## src/hdl/twvw_pkg.sv

```systemverilog
package twvw_pkg;

   // payload widths
   localparam int PIX_W    = 24;
   localparam int REGION_W = 2;

   // configuration field widths
   localparam int POS_W    = 17;
   localparam int BORDER_W = 16;
   localparam int DIM_W    = 13;

   // configuration port
   localparam int CSR_DATA_W = 32;
   localparam int CSR_ADDR_W = 5;
   localparam int REG_IDX_W  = 3;

   // register indexes
   localparam logic [REG_IDX_W-1:0] REG_START_POS     = 3'd0;
   localparam logic [REG_IDX_W-1:0] REG_END_POS       = 3'd1;
   localparam logic [REG_IDX_W-1:0] REG_BORDER_WIDTH  = 3'd2;
   localparam logic [REG_IDX_W-1:0] REG_SYMMETRIC     = 3'd3;
   localparam logic [REG_IDX_W-1:0] REG_VERTICAL      = 3'd4;
   localparam logic [REG_IDX_W-1:0] REG_BORDER_COLOUR = 3'd5;
   localparam logic [REG_IDX_W-1:0] REG_LINE_WIDTH    = 3'd6;
   localparam logic [REG_IDX_W-1:0] REG_FRAME_HEIGHT  = 3'd7;

   // region codes
   localparam logic [REGION_W-1:0] REGION_B      = 2'd0;
   localparam logic [REGION_W-1:0] REGION_A      = 2'd1;
   localparam logic [REGION_W-1:0] REGION_BORDER = 2'd2;

   // register reset values
   localparam logic [POS_W-1:0]    RST_START_POS     = 17'd43691;
   localparam logic [POS_W-1:0]    RST_END_POS       = 17'd21845;
   localparam logic [BORDER_W-1:0] RST_BORDER_WIDTH  = 16'd0;
   localparam logic                RST_SYMMETRIC     = 1'b1;
   localparam logic                RST_VERTICAL      = 1'b0;
   localparam logic [PIX_W-1:0]    RST_BORDER_COLOUR = 24'd0;
   localparam logic [DIM_W-1:0]    RST_LINE_WIDTH    = 13'd640;
   localparam logic [DIM_W-1:0]    RST_FRAME_HEIGHT  = 13'd480;

   typedef struct packed {
      logic [PIX_W-1:0] pixel_a;
      logic [PIX_W-1:0] pixel_b;
   } req_type;

   typedef struct packed {
      logic [PIX_W-1:0]    pixel_out;
      logic [REGION_W-1:0] region;
   } rsp_type;

   typedef struct packed {
      logic [POS_W-1:0]    start_pos;
      logic [POS_W-1:0]    end_pos;
      logic [BORDER_W-1:0] border_width;
      logic                symmetric;
      logic                vertical;
      logic [PIX_W-1:0]    border_colour;
      logic [DIM_W-1:0]    line_width;
      logic [DIM_W-1:0]    frame_height;
   } cfg_type;

endpackage

```

## src/hdl/twvw_csr.sv

```systemverilog
module twvw_csr (
   input  logic                                clock,
   input  logic                                reset,
   input  logic                                psel,
   input  logic                                penable,
   input  logic                                pwrite,
   input  logic [twvw_pkg::CSR_ADDR_W-1:0]     paddr,
   input  logic [twvw_pkg::CSR_DATA_W-1:0]     pwdata,
   output logic [twvw_pkg::CSR_DATA_W-1:0]     prdata,
   output logic                                pready,
   output twvw_pkg::cfg_type                   cfg
);

   twvw_pkg::cfg_type                 cfg_ff;
   logic [twvw_pkg::REG_IDX_W-1:0]    idx;
   logic                              wr_en;

   assign idx    = paddr[twvw_pkg::CSR_ADDR_W-1:2];
   assign wr_en  = psel && penable && pwrite;
   assign pready = 1'b1;
   assign cfg    = cfg_ff;

   // register writes on the access phase
   always_ff @(posedge clock) begin
      if (reset) begin
         cfg_ff.start_pos     <= twvw_pkg::RST_START_POS;
         cfg_ff.end_pos       <= twvw_pkg::RST_END_POS;
         cfg_ff.border_width  <= twvw_pkg::RST_BORDER_WIDTH;
         cfg_ff.symmetric     <= twvw_pkg::RST_SYMMETRIC;
         cfg_ff.vertical      <= twvw_pkg::RST_VERTICAL;
         cfg_ff.border_colour <= twvw_pkg::RST_BORDER_COLOUR;
         cfg_ff.line_width    <= twvw_pkg::RST_LINE_WIDTH;
         cfg_ff.frame_height  <= twvw_pkg::RST_FRAME_HEIGHT;
      end else if (wr_en) begin
         unique case (idx)
            twvw_pkg::REG_START_POS: begin
               cfg_ff.start_pos <= pwdata[twvw_pkg::POS_W-1:0];
            end
            twvw_pkg::REG_END_POS: begin
               cfg_ff.end_pos <= pwdata[twvw_pkg::POS_W-1:0];
            end
            twvw_pkg::REG_BORDER_WIDTH: begin
               cfg_ff.border_width <= pwdata[twvw_pkg::BORDER_W-1:0];
            end
            twvw_pkg::REG_SYMMETRIC: begin
               cfg_ff.symmetric <= pwdata[0];
            end
            twvw_pkg::REG_VERTICAL: begin
               cfg_ff.vertical <= pwdata[0];
            end
            twvw_pkg::REG_BORDER_COLOUR: begin
               cfg_ff.border_colour <= pwdata[twvw_pkg::PIX_W-1:0];
            end
            twvw_pkg::REG_LINE_WIDTH: begin
               cfg_ff.line_width <= pwdata[twvw_pkg::DIM_W-1:0];
            end
            twvw_pkg::REG_FRAME_HEIGHT: begin
               cfg_ff.frame_height <= pwdata[twvw_pkg::DIM_W-1:0];
            end
            default: begin
            end
         endcase
      end
   end

   // read mux
   always_comb begin
      unique case (idx)
         twvw_pkg::REG_START_POS:     prdata = twvw_pkg::CSR_DATA_W'(cfg_ff.start_pos);
         twvw_pkg::REG_END_POS:       prdata = twvw_pkg::CSR_DATA_W'(cfg_ff.end_pos);
         twvw_pkg::REG_BORDER_WIDTH:  prdata = twvw_pkg::CSR_DATA_W'(cfg_ff.border_width);
         twvw_pkg::REG_SYMMETRIC:     prdata = twvw_pkg::CSR_DATA_W'(cfg_ff.symmetric);
         twvw_pkg::REG_VERTICAL:      prdata = twvw_pkg::CSR_DATA_W'(cfg_ff.vertical);
         twvw_pkg::REG_BORDER_COLOUR: prdata = twvw_pkg::CSR_DATA_W'(cfg_ff.border_colour);
         twvw_pkg::REG_LINE_WIDTH:    prdata = twvw_pkg::CSR_DATA_W'(cfg_ff.line_width);
         twvw_pkg::REG_FRAME_HEIGHT:  prdata = twvw_pkg::CSR_DATA_W'(cfg_ff.frame_height);
         default:                     prdata = '0;
      endcase
   end

endmodule

```

## src/hdl/twvw_setup.sv

```systemverilog
module twvw_setup #(
   parameter int FRAC_BITS = 16
) (
   input  twvw_pkg::cfg_type          cfg,
   output logic signed [FRAC_BITS+1:0] edge_pos [4]
);

   localparam int V_W   = FRAC_BITS + 2;
   localparam int EXT_W = (V_W > twvw_pkg::POS_W) ? V_W : twvw_pkg::POS_W;
   localparam logic [EXT_W-1:0] ONE_X  = EXT_W'(1) << FRAC_BITS;
   localparam logic [EXT_W-1:0] HALF_X = EXT_W'(1) << (FRAC_BITS - 1);
   localparam logic [V_W-1:0]   ONE_V  = V_W'(1) << FRAC_BITS;

   logic [EXT_W-1:0] start_x, end_x, bw_x;
   logic [V_W-1:0]   s_clip, e_clip, b_clip;
   logic [V_W-1:0]   s_sym, e_sym, s_lo, e_hi;

   // saturate the fractions
   always_comb begin
      start_x = EXT_W'(cfg.start_pos);
      end_x   = EXT_W'(cfg.end_pos);
      bw_x    = EXT_W'(cfg.border_width);
      s_clip  = (start_x > ONE_X) ? V_W'(ONE_X) : V_W'(start_x);
      e_clip  = (end_x > ONE_X) ? V_W'(ONE_X) : V_W'(end_x);
      b_clip  = (bw_x > HALF_X) ? V_W'(HALF_X) : V_W'(bw_x);
   end

   // symmetric mode mirrors the halved start
   assign s_sym = cfg.symmetric ? (s_clip >> 1) : s_clip;
   assign e_sym = cfg.symmetric ? (ONE_V - (s_clip >> 1)) : e_clip;

   // order start and end
   assign s_lo = (s_sym > e_sym) ? e_sym : s_sym;
   assign e_hi = (s_sym > e_sym) ? s_sym : e_sym;

   // band edges as fractions
   assign edge_pos[0] = $signed(s_lo) - $signed(b_clip);
   assign edge_pos[1] = $signed(s_lo) + $signed(b_clip);
   assign edge_pos[2] = $signed(e_hi) - $signed(b_clip);
   assign edge_pos[3] = $signed(e_hi) + $signed(b_clip);

endmodule

```

## src/hdl/twvw_classify.sv

```systemverilog
module twvw_classify #(
   parameter int P_W = 32
) (
   input  logic                                vertical,
   input  logic signed [P_W-1:0]               key,
   input  logic signed [P_W-1:0]               lim [4],
   output logic [twvw_pkg::REGION_W-1:0]       region
);

   logic outer, inner;

   // row mode keeps the first limit inclusive
   assign outer = vertical ? (key <= lim[0] || key >= lim[3])
                           : (key <  lim[0] || key >= lim[3]);
   assign inner = (key > lim[1]) && (key < lim[2]);

   always_comb begin
      priority if (outer) begin
         region = twvw_pkg::REGION_B;
      end else if (inner) begin
         region = twvw_pkg::REGION_A;
      end else begin
         region = twvw_pkg::REGION_BORDER;
      end
   end

endmodule

```

## src/hdl/triple_split_video_wipe_top.sv

```systemverilog
// Three-band split-screen wipe: takes co-sited pixels of two frames in raster
// order and gives one output pixel per input beat, pixel_b in the outer bands,
// pixel_a in the middle band and the border colour in between. Throughput is
// one pixel per clock while the output is not stalled by rsp_ready; the stages
// are input register, band-limit multiply, row rounding, compare and select into
// the output register. Register writes are sampled when the first pixel of a frame
// (column and row both zero) is accepted and hold for the whole frame, so program
// the block only while it is idle. Line width and frame height of zero act as one
// and are capped at MAX_WIDTH and MAX_HEIGHT.
module triple_split_video_wipe_top #(
   parameter int MAX_WIDTH  = 4096,
   parameter int MAX_HEIGHT = 4096,
   parameter int FRAC_BITS  = 16
) (
   input  logic                                clock,
   input  logic                                reset,
   input  logic                                req_valid,
   output logic                                req_ready,
   input  twvw_pkg::req_type                   req_data,
   output logic                                rsp_valid,
   input  logic                                rsp_ready,
   output twvw_pkg::rsp_type                   rsp_data,
   input  logic                                psel,
   input  logic                                penable,
   input  logic                                pwrite,
   input  logic [twvw_pkg::CSR_ADDR_W-1:0]     paddr,
   input  logic [twvw_pkg::CSR_DATA_W-1:0]     pwdata,
   output logic [twvw_pkg::CSR_DATA_W-1:0]     prdata,
   output logic                                pready
);

   localparam int COL_W  = $clog2(MAX_WIDTH);
   localparam int ROW_W  = $clog2(MAX_HEIGHT);
   localparam int WID_W  = $clog2(MAX_WIDTH + 1);
   localparam int HGT_W  = $clog2(MAX_HEIGHT + 1);
   localparam int N_W    = (WID_W > HGT_W) ? WID_W : HGT_W;
   localparam int V_W    = FRAC_BITS + 2;
   localparam int P_W    = N_W + 1 + V_W;
   localparam int LW_X   = (WID_W > twvw_pkg::DIM_W) ? WID_W : twvw_pkg::DIM_W;
   localparam int FH_X   = (HGT_W > twvw_pkg::DIM_W) ? HGT_W : twvw_pkg::DIM_W;
   localparam logic signed [P_W-1:0] HALF_P = P_W'(1) << (FRAC_BITS - 1);

   twvw_pkg::cfg_type cfg;

   // configuration registers
   twvw_csr u_csr (
      .clock   (clock),
      .reset   (reset),
      .psel    (psel),
      .penable (penable),
      .pwrite  (pwrite),
      .paddr   (paddr),
      .pwdata  (pwdata),
      .prdata  (prdata),
      .pready  (pready),
      .cfg     (cfg)
   );

   // band edges from the live registers
   logic signed [V_W-1:0] edge_cfg [4];

   twvw_setup #(
      .FRAC_BITS (FRAC_BITS)
   ) u_setup (
      .cfg      (cfg),
      .edge_pos (edge_cfg)
   );

   // pipeline handshake, each stage fills its own bubble
   logic rdy1, rdy2, rdy3, rdy4;
   logic val1_ff, val2_ff, val3_ff, rsp_valid_ff;
   logic accept;

   assign rdy4      = !rsp_valid_ff || rsp_ready;
   assign rdy3      = !val3_ff || rdy4;
   assign rdy2      = !val2_ff || rdy3;
   assign rdy1      = !val1_ff || rdy2;
   assign req_ready = rdy1;
   assign accept    = req_valid && rdy1;
   assign rsp_valid = rsp_valid_ff;

   always_ff @(posedge clock) begin
      if (reset) begin
         val1_ff      <= 1'b0;
         val2_ff      <= 1'b0;
         val3_ff      <= 1'b0;
         rsp_valid_ff <= 1'b0;
      end else begin
         if (rdy1) begin
            val1_ff <= req_valid;
         end
         if (rdy2) begin
            val2_ff <= val1_ff;
         end
         if (rdy3) begin
            val3_ff <= val2_ff;
         end
         if (rdy4) begin
            rsp_valid_ff <= val3_ff;
         end
      end
   end

   // frame size clamp
   logic [LW_X-1:0]  lw_x;
   logic [FH_X-1:0]  fh_x;
   logic [WID_W-1:0] wid_cfg;
   logic [HGT_W-1:0] hgt_cfg;

   always_comb begin
      lw_x = LW_X'(cfg.line_width);
      fh_x = FH_X'(cfg.frame_height);
      priority if (lw_x == '0) begin
         wid_cfg = WID_W'(1);
      end else if (lw_x > LW_X'(MAX_WIDTH)) begin
         wid_cfg = WID_W'(MAX_WIDTH);
      end else begin
         wid_cfg = WID_W'(lw_x);
      end
      priority if (fh_x == '0) begin
         hgt_cfg = HGT_W'(1);
      end else if (fh_x > FH_X'(MAX_HEIGHT)) begin
         hgt_cfg = HGT_W'(MAX_HEIGHT);
      end else begin
         hgt_cfg = HGT_W'(fh_x);
      end
   end

   // raster counters, frame size latched at frame start
   logic [COL_W-1:0] col_ff, col_in;
   logic [ROW_W-1:0] row_ff, row_in;
   logic [WID_W-1:0] wid_ff, wid_use, col_inc;
   logic [HGT_W-1:0] hgt_ff, hgt_use, row_inc;
   logic             frame_start;

   assign frame_start = (col_ff == '0) && (row_ff == '0);
   assign wid_use     = frame_start ? wid_cfg : wid_ff;
   assign hgt_use     = frame_start ? hgt_cfg : hgt_ff;
   assign col_inc     = WID_W'(col_ff) + WID_W'(1);
   assign row_inc     = HGT_W'(row_ff) + HGT_W'(1);

   always_comb begin
      col_in = col_ff;
      row_in = row_ff;
      if (col_inc >= wid_use) begin
         col_in = '0;
         row_in = (row_inc >= hgt_use) ? '0 : row_inc[ROW_W-1:0];
      end else begin
         col_in = col_inc[COL_W-1:0];
      end
   end

   always_ff @(posedge clock) begin
      if (reset) begin
         col_ff <= '0;
         row_ff <= '0;
      end else if (accept) begin
         col_ff <= col_in;
         row_ff <= row_in;
      end
   end

   always_ff @(posedge clock) begin
      if (accept && frame_start) begin
         wid_ff <= wid_cfg;
         hgt_ff <= hgt_cfg;
      end
   end

   // stage 1: input register, band edges taken at frame start
   twvw_pkg::req_type       req1_ff;
   logic [COL_W-1:0]        col1_ff;
   logic [ROW_W-1:0]        row1_ff;
   logic                    fs1_ff;
   logic signed [V_W-1:0]   edge1_ff [4];
   logic [N_W-1:0]          n1_ff;
   logic                    vert1_ff;
   logic [twvw_pkg::PIX_W-1:0] colour1_ff;

   always_ff @(posedge clock) begin
      if (accept) begin
         req1_ff <= req_data;
         col1_ff <= col_ff;
         row1_ff <= row_ff;
         fs1_ff  <= frame_start;
      end
      if (accept && frame_start) begin
         edge1_ff   <= edge_cfg;
         n1_ff      <= cfg.vertical ? N_W'(hgt_cfg) : N_W'(wid_cfg);
         vert1_ff   <= cfg.vertical;
         colour1_ff <= cfg.border_colour;
      end
   end

   // stage 2: scale the edges by the frame size
   logic signed [N_W:0]     n1_s;
   logic signed [P_W-1:0]   prod [4];

   assign n1_s = $signed({1'b0, n1_ff});

   always_comb begin
      for (int i = 0; i < 4; i++) begin
         prod[i] = n1_s * edge1_ff[i];
      end
   end

   twvw_pkg::req_type       req2_ff;
   logic [COL_W-1:0]        col2_ff;
   logic [ROW_W-1:0]        row2_ff;
   logic                    fs2_ff;
   logic signed [P_W-1:0]   prod2_ff [4];
   logic                    vert2_ff;
   logic [twvw_pkg::PIX_W-1:0] colour2_ff;

   always_ff @(posedge clock) begin
      if (rdy2 && val1_ff) begin
         req2_ff <= req1_ff;
         col2_ff <= col1_ff;
         row2_ff <= row1_ff;
         fs2_ff  <= fs1_ff;
      end
      if (rdy2 && val1_ff && fs1_ff) begin
         prod2_ff   <= prod;
         vert2_ff   <= vert1_ff;
         colour2_ff <= colour1_ff;
      end
   end

   // stage 3: row limits rounded half up, truncated toward zero
   logic signed [P_W-1:0] rnd_sum [4];
   logic        [P_W-1:0] rnd_mag [4];
   logic        [P_W-1:0] rnd_q   [4];
   logic signed [P_W-1:0] lim_in  [4];

   always_comb begin
      for (int i = 0; i < 4; i++) begin
         rnd_sum[i] = prod2_ff[i] + HALF_P;
         rnd_mag[i] = rnd_sum[i][P_W-1] ? P_W'(-rnd_sum[i]) : P_W'(rnd_sum[i]);
         rnd_q[i]   = rnd_mag[i] >> FRAC_BITS;
         lim_in[i]  = vert2_ff ? (rnd_sum[i][P_W-1] ? -$signed(rnd_q[i]) : $signed(rnd_q[i]))
                               : prod2_ff[i];
      end
   end

   twvw_pkg::req_type       req3_ff;
   logic [COL_W-1:0]        col3_ff;
   logic [ROW_W-1:0]        row3_ff;
   logic signed [P_W-1:0]   lim3_ff [4];
   logic                    vert3_ff;
   logic [twvw_pkg::PIX_W-1:0] colour3_ff;

   always_ff @(posedge clock) begin
      if (rdy3 && val2_ff) begin
         req3_ff <= req2_ff;
         col3_ff <= col2_ff;
         row3_ff <= row2_ff;
      end
      if (rdy3 && val2_ff && fs2_ff) begin
         lim3_ff    <= lim_in;
         vert3_ff   <= vert2_ff;
         colour3_ff <= colour2_ff;
      end
   end

   // stage 4: compare position against limits, pick the pixel
   logic signed [P_W-1:0]              key3;
   logic [twvw_pkg::REGION_W-1:0]      region3;
   twvw_pkg::rsp_type                  rsp_in;
   twvw_pkg::rsp_type                  rsp_data_ff;

   assign key3 = vert3_ff ? $signed(P_W'(row3_ff))
                          : $signed(P_W'({col3_ff, {FRAC_BITS{1'b0}}}));

   twvw_classify #(
      .P_W (P_W)
   ) u_classify (
      .vertical (vert3_ff),
      .key      (key3),
      .lim      (lim3_ff),
      .region   (region3)
   );

   always_comb begin
      rsp_in.region = region3;
      unique case (region3)
         twvw_pkg::REGION_B: rsp_in.pixel_out = req3_ff.pixel_b;
         twvw_pkg::REGION_A: rsp_in.pixel_out = req3_ff.pixel_a;
         default:            rsp_in.pixel_out = colour3_ff;
      endcase
   end

   always_ff @(posedge clock) begin
      if (rdy4 && val3_ff) begin
         rsp_data_ff <= rsp_in;
      end
   end

   assign rsp_data = rsp_data_ff;

`ifndef SYNTHESIS
   // column counter stays inside the latched line
   assert property (@(posedge clock) disable iff (reset)
      (col_ff != '0) |-> (WID_W'(col_ff) < wid_ff))
      else $error("column counter beyond line width");

   // row counter stays inside the latched frame
   assert property (@(posedge clock) disable iff (reset)
      (row_ff != '0) |-> (HGT_W'(row_ff) < hgt_ff))
      else $error("row counter beyond frame height");

   // limits in stage 3 are ordered for any item in flight
   assert property (@(posedge clock) disable iff (reset)
      val3_ff |-> (lim3_ff[0] <= lim3_ff[1] && lim3_ff[2] <= lim3_ff[3] &&
                   lim3_ff[0] <= lim3_ff[2]))
      else $error("band limits out of order");

   // a frame start beat on a line wider than one pixel leaves the column counter at one
   assert property (@(posedge clock) disable iff (reset)
      (accept && frame_start && wid_cfg != WID_W'(1)) |=> (col_ff == COL_W'(1)))
      else $error("counter did not advance after frame start");

   // result region is a legal code
   assert property (@(posedge clock) disable iff (reset)
      rsp_valid_ff |-> (rsp_data_ff.region == twvw_pkg::REGION_A ||
                        rsp_data_ff.region == twvw_pkg::REGION_B ||
                        rsp_data_ff.region == twvw_pkg::REGION_BORDER))
      else $error("illegal region code");
`endif

endmodule
```

## config.mk

```make
export PLATFORM = sky130hd
export DESIGN_NAME = triple_split_video_wipe_top
export DESIGN_NICKNAME = d
export VERILOG_FILES = /design/src/hdl/twvw_pkg.sv /design/src/hdl/twvw_csr.sv /design/src/hdl/twvw_setup.sv /design/src/hdl/twvw_classify.sv /design/src/hdl/triple_split_video_wipe_top.sv
export SDC_FILE = /design/constraint.sdc
export NUM_CORES = 2
export LEC_CHECK = 0
export BUFFER_PORTS_ARGS = -buffer_cell sky130_fd_sc_hd__buf_2
export CAP_MARGIN = 20
export CORE_MARGIN = 2
export CORE_UTILIZATION = 37
export DETAILED_ROUTE_END_ITERATION = 10
export SYNTH_ARGS = -nofsm -noshare
export SYNTH_HDL_FRONTEND = slang
export SYNTH_SLANG_ARGS = --single-unit
```

## constraint.sdc

```tcl
create_clock -name clock -period 26.9 [get_ports clock]
set_input_delay 1.345 -clock clock [delete_from_list [all_inputs] [get_ports clock]]
set_output_delay 1.345 -clock clock [all_outputs]
set_load 0.005 [all_outputs]
```

# After elaboration in Yosys (flattened, before gate mapping)
# Cells that the tools add are included.
[word_totals]
register_bits = 816
in_bits = 92
out_inout_bits = 61
word_cells = 165
[op_classes]
addsub = 19
mul = 4
n_lt_le_gt_ge = 13
eq_ne = 8
n_mux = 34
reduce_logical = 36
[ops]
columns = ["op", "count"]
rows = [
  ["two-way mux 32 bit", 12],
  ["case mux 32 bit (8 select lines)", 1],
  ["adder 32 x 17 -> 32 bit (second input constant)", 4],
  ["multiplier 14 x 18 -> 32 bit", 4],
  ["negation 16 -> 32 bit", 4],
  ["negation 32 bit", 4],
  ["two-way mux 13 bit", 7],
  ["two-way mux 18 bit", 4],
  ["< comparator 29 x 32 -> 1 bit", 2],
  ["case mux 24 bit (2 select lines)", 1],
  ["adder 18 bit", 2],
  ["subtractor 18 bit", 2],
  ["greater-than comparator 17 bit (second input constant)", 2],
  ["two-way mux 17 bit", 2],
  ["greater-or-equal comparator 29 x 32 -> 1 bit", 1],
  ["greater-than comparator 29 x 32 -> 1 bit", 1],
  ["<= comparator 29 x 32 -> 1 bit", 1],
  ["two-way mux 28 bit", 1],
  ["adder 12 x 1 -> 13 bit (second input constant)", 2],
  ["greater-or-equal comparator 13 bit", 2],
  ["greater-than comparator 13 bit (second input constant)", 2],
  ["zero test 13 bit", 2],
  ["zero test 12 bit", 2],
  ["two-way mux 12 bit", 2],
  ["16 further kinds", 47],
]

# Depth between registers and ports, before layout
[logic_depth]
depth_word = 7
depth_mapped = 38
mapped_depth_nobuf = 36

# Modules after synthesis
# From an unflattened synthesis, not the netlist that was laid out.
[hier_totals]
cells_unflattened = 8172
hier_area_um2 = 79702.7
[modules_own_cells]
columns = ["mod", "instances", "cells_per_inst", "area_per_inst_um2", "seq_area_each_um2"]
rows = [
  ["triple_split_video_wipe_top", 1, 6410, 66870.4, 21160.3],
  ["twvw_setup", 1, 698, 4958.5, 0.0],
  ["twvw_csr", 1, 610, 4614.4, 2042.0],
  ["twvw_classify", 1, 454, 3259.4, 0.0],
]

# Worst setup path before layout
# No wires, ideal clock.
[synth_timing]
path_type = "input -> register"
from = "in rsp_ready"
to = "reg colour3_ff[0] (netlist name), enable pin"
setup_time_ps = 531
t_arrival_ps = 10654
required_ps = 26369
setup_slack_ps = 15715
cell_stages = 3
path_buffers = 0
path_cell_list = "nor2b_1 > a21boi_0 > and2_1"
[synth_between]
elab_chain_len = 4
[synth_lines]
columns = ["item", "line_no", "rtl"]
rows = [
  ["start, declared", "triple_split_video_wipe_top.sv:21", "input logic rsp_ready,"],
  ["logical OR 1 bit", "triple_split_video_wipe_top.sv:74", "assign rdy4 = !rsp_valid_ff || rsp_ready;"],
  ["logical OR 1 bit", "triple_split_video_wipe_top.sv:75", "assign rdy3 = !val3_ff || rdy4;"],
  ["logical AND 1 bit (2 in a row)", "triple_split_video_wipe_top.sv:258", "if (rdy3 && val2_ff && fs2_ff) begin"],
  ["end signal, assigned", "triple_split_video_wipe_top.sv:261", "colour3_ff <= colour2_ff;"],
  ["end, declared", "triple_split_video_wipe_top.sv:250", "logic [twvw_pkg::PIX_W-1:0] colour3_ff;"],
]
# Every way passes these cells.
# A chain may end at the register's enable or synchronous reset.

==> flow_metrics.py <==
metrics = {
    "clock_network": {
        "cts_tree": "done",
        "numCtsBuffers": 88,
        "cts_max_path_buffers": 3,
        "cts_resized": 0,
        "postCtsHoldBufs": 0,
        "path_clk_slew_ns": 0.06,
        "cts_sinks": 812,
        "cts_root_buf": "clkbuf_16",
        "htree_levels": 3,
        "clkLatencyLatePin_ns": 0.76,
        "post-cts-setup-buffers": 0,
    },
    "global_routing": {
        "grt_pass1_wl_mm": 313,
        "grt_max_degree": 83,
        "overflow": 0,
        "antenna_found_initial": 9,
        "grt_pass1_vias": 55100,
        "grt_usage_pct": 18.7,
    },
    "worst_setup_path": {
        "cp.required_ns": 27.38,
        "rrSetupSlack_ns": 17.97,
        "critPathArrivalTime_ns": 9.41,
        "cp-start-kind": "register",
        "cpLargestDelayFamily": "compound AO/OA/AOI/OAI gates",
        "worst_setup_path_end_kind": "register",
        "cpPeakStageDelay_ns": 0.72,
        "worst_r2r_path_depth": 32,
        "cpMaxStageDelayCell": "a211oi_1",
        "r2r-end": "edge1_ff[71]",
        "cp_max_fo": 42,
        "worst-path-buf-inv": 1,
        "timing.rr.start": "u_csr.cfg[86]",
        "critPathKind": "register to register",
    },
    "yosys": {
        "ys_seq_area_share_pct": 29.8,
        "async_flop_share_pct": 0,
        "synth_area_mm2": 0.0774,
        "synth-edff-count": 682,
        "synth_seq_cells": 812,
        "synth_flop_cell": "edfxtp_1",
        "ys_warn_count": 0,
        "synthCells": 7712,
        "syn_area_per_cell_um2": 10.0,
        "synth.distinct_cells": 103,
    },
    "timing": {
        "slew_viol_final": 0,
        "rsz0062_at_grt": "false",
        "finClkSkew_ns": 0.0791,
        "post-route-min-period_ns": 8.93,
        "fin_crit_sh_pct": 33.2,
        "hold_viol": 0,
        "worst_pin_slew_ns": 1.06,
        "timing.slew.headroom_pct": 29.2,
        "max_freq_mhz": 112,
        "setup_tns_ns": 0,
        "finalSetupViolCount": 0,
    },
    "floorplan": {
        "row_count": 167,
        "dieArea_mm2": 0.213,
        "die_x_um": 461,
        "die_h_um": 461,
        "floorplan.initialDensity_pct": 37.3,
        "core-area_mm2": 0.207,
        "num_io_pins": 153,
    },
    "routing": {
        "drtIter0Drc": 3853,
        "vias_per_cell": 5.14,
        "vias": 54000,
        "drc_errors": 0,
        "wirelength_mm": 198,
        "detail-route-antenna-nets": 0,
        "wl_per_cell_um": 18.8,
        "dr.pass1.iters": 6,
    },
    "cells_and_area": {
        "areaGrowthSynthToFinish_pct": 8.08,
        "drive_gt1_share_pct": 6.89,
        "nNetsFinal": 9160,
    },
    "hold_path": {
        "holdCritStartpoint": "row1_ff[7]",
        "hold_class": "register to register",
        "hold_end": "row2_ff[7]",
        "hold_depth": 0,
    },
    "place": {
        "hpwl_mm": 153,
        "gp_congestion": 0.905,
        "placement.io_buffers": 133,
    },
    "flow_run": {
        "max_cap_viol_count": 0,
    },
    "outcome": {
        "status": "finished clean",
    },
}
logic make-up after synthesis:
kind of cell | Yosys count | share of synthesized area [%]
simple gates | 2374 | 15.4
buf+inv | 1508 | 7.40
fa+ha+maj | 1435 | 31.9
compound gates | 983 | 8.06
flops | 812 | 29.8
xor+xnor | 385 | 4.36
mux | 213 | 2.99
other cells | 2 | 0.00970
registers in the layout, indices dropped and copies added, names as in the netlist, 26 cells and up:
name       flops
req2_ff       48
rsp_data      26
edge1_ff      70
req1_ff       48
prod2_ff     126
u_csr.cfg    102
req3_ff       48
lim3_ff      128
final cells by class:
class                           instances  area (um^2)
Inverter                             1136         4270
Antenna cell                            5         12.5
Tap cell                             2788         3490
Clock inverter                         50          556
Fill cell                           20000       124000
Multi-Input combinational cell       5399        48700
Clock buffer                          114         2430
Timing Repair Buffer                  196         1130
Sequential cell                       812        23100
per-stage QoR:
step	hold WS, ns	instance area [um^2]	setup slack, ns	util, %	std cells
4_1_cts	0.382	83600	18.11	40.3	10500
6_report	0.389	83700	17.97	40.3	10500
3_5_place_dp	0.405	80700	18.19	38.9	10300
2_1_floorplan	0.400	77400	15.72	-	7719
5_1_grt	0.397	83700	17.21	40.3	10500
3_3_place_gp	0.400	80700	18.47	38.9	10300
placed cells by master (no fill, tap or decap), types with 90 or more instances in the layout:
cell type | Yosys | routed
a21oi_1 | 347 | 347
inv_1 | 1135 | 1133
edfxtp_1 | 682 | 682
nor3_1 | 118 | 116
a21o_1 | 93 | 93
clkbuf_16 | 0 | 90
mux2_2 | 124 | 124
dfxtp_1 | 130 | 130
nand2_1 | 798 | 798
fa_1 | 900 | 900
nand3_1 | 139 | 139
xnor2_1 | 275 | 275
xor2_1 | 110 | 110
o21ai_0 | 170 | 170
nor2_1 | 324 | 324
buf_2 | 21 | 132
ha_1 | 535 | 535
and2_1 | 558 | 555
cell usage after synthesis, types with 43 or more instances:
cell      count  area share, %
a21o_1       93           0.90
a21oi_1     347            2.2
and2_1      558            4.5
and3_1       45           0.36
clkbuf_1    320            1.6
dfxtp_1     130            3.4
edfxtp_1    682             26
fa_1        900             23
ha_1        535            8.6
inv_1      1135            5.5
mux2_2      124            1.8
mux2i_1      87            1.1
nand2_1     798            3.9
nand2b_1     43           0.35
nand3_1     139           0.90
nand4_1      59           0.48
nor2_1      324            1.6
nor2b_1      82           0.66
nor3_1      118           0.76
nor4_1       58           0.47
o21ai_0     170            1.1
xnor2_1     275            3.1
xor2_1      110            1.2
how the worst max path moves through the flow:
stage,startpoint,to,cells past startpoint
2_1_floorplan,rsp_ready,colour3_ff[0],3
3_3_place_gp,u_csr.cfg[88],edge1_ff[52],34
3_5_place_dp,u_csr.cfg[86],edge1_ff[71],32
4_1_cts,u_csr.cfg[86],edge1_ff[71],32
5_1_grt,u_csr.cfg[88],edge1_ff[71],32
6_report,u_csr.cfg[86],edge1_ff[71],32
metal layers:
metal / global-route usage [%] / routed length [um] / vias up / part of all wire [%]
li1: - / - / 25200 / -
met1: 25.8 / 89000 / 27100 / 45
met2: 30.0 / 91100 / 1372 / 46
met3: 2.41 / 10200 / 297 / 5.2
met4: 7.04 / 7510 / 6 / 3.8
met5: 0 / 54 / - / 0.027
Power is not shown: default switching activity piles up to over one toggle a cycle in this logic, so the estimate is an artifact.
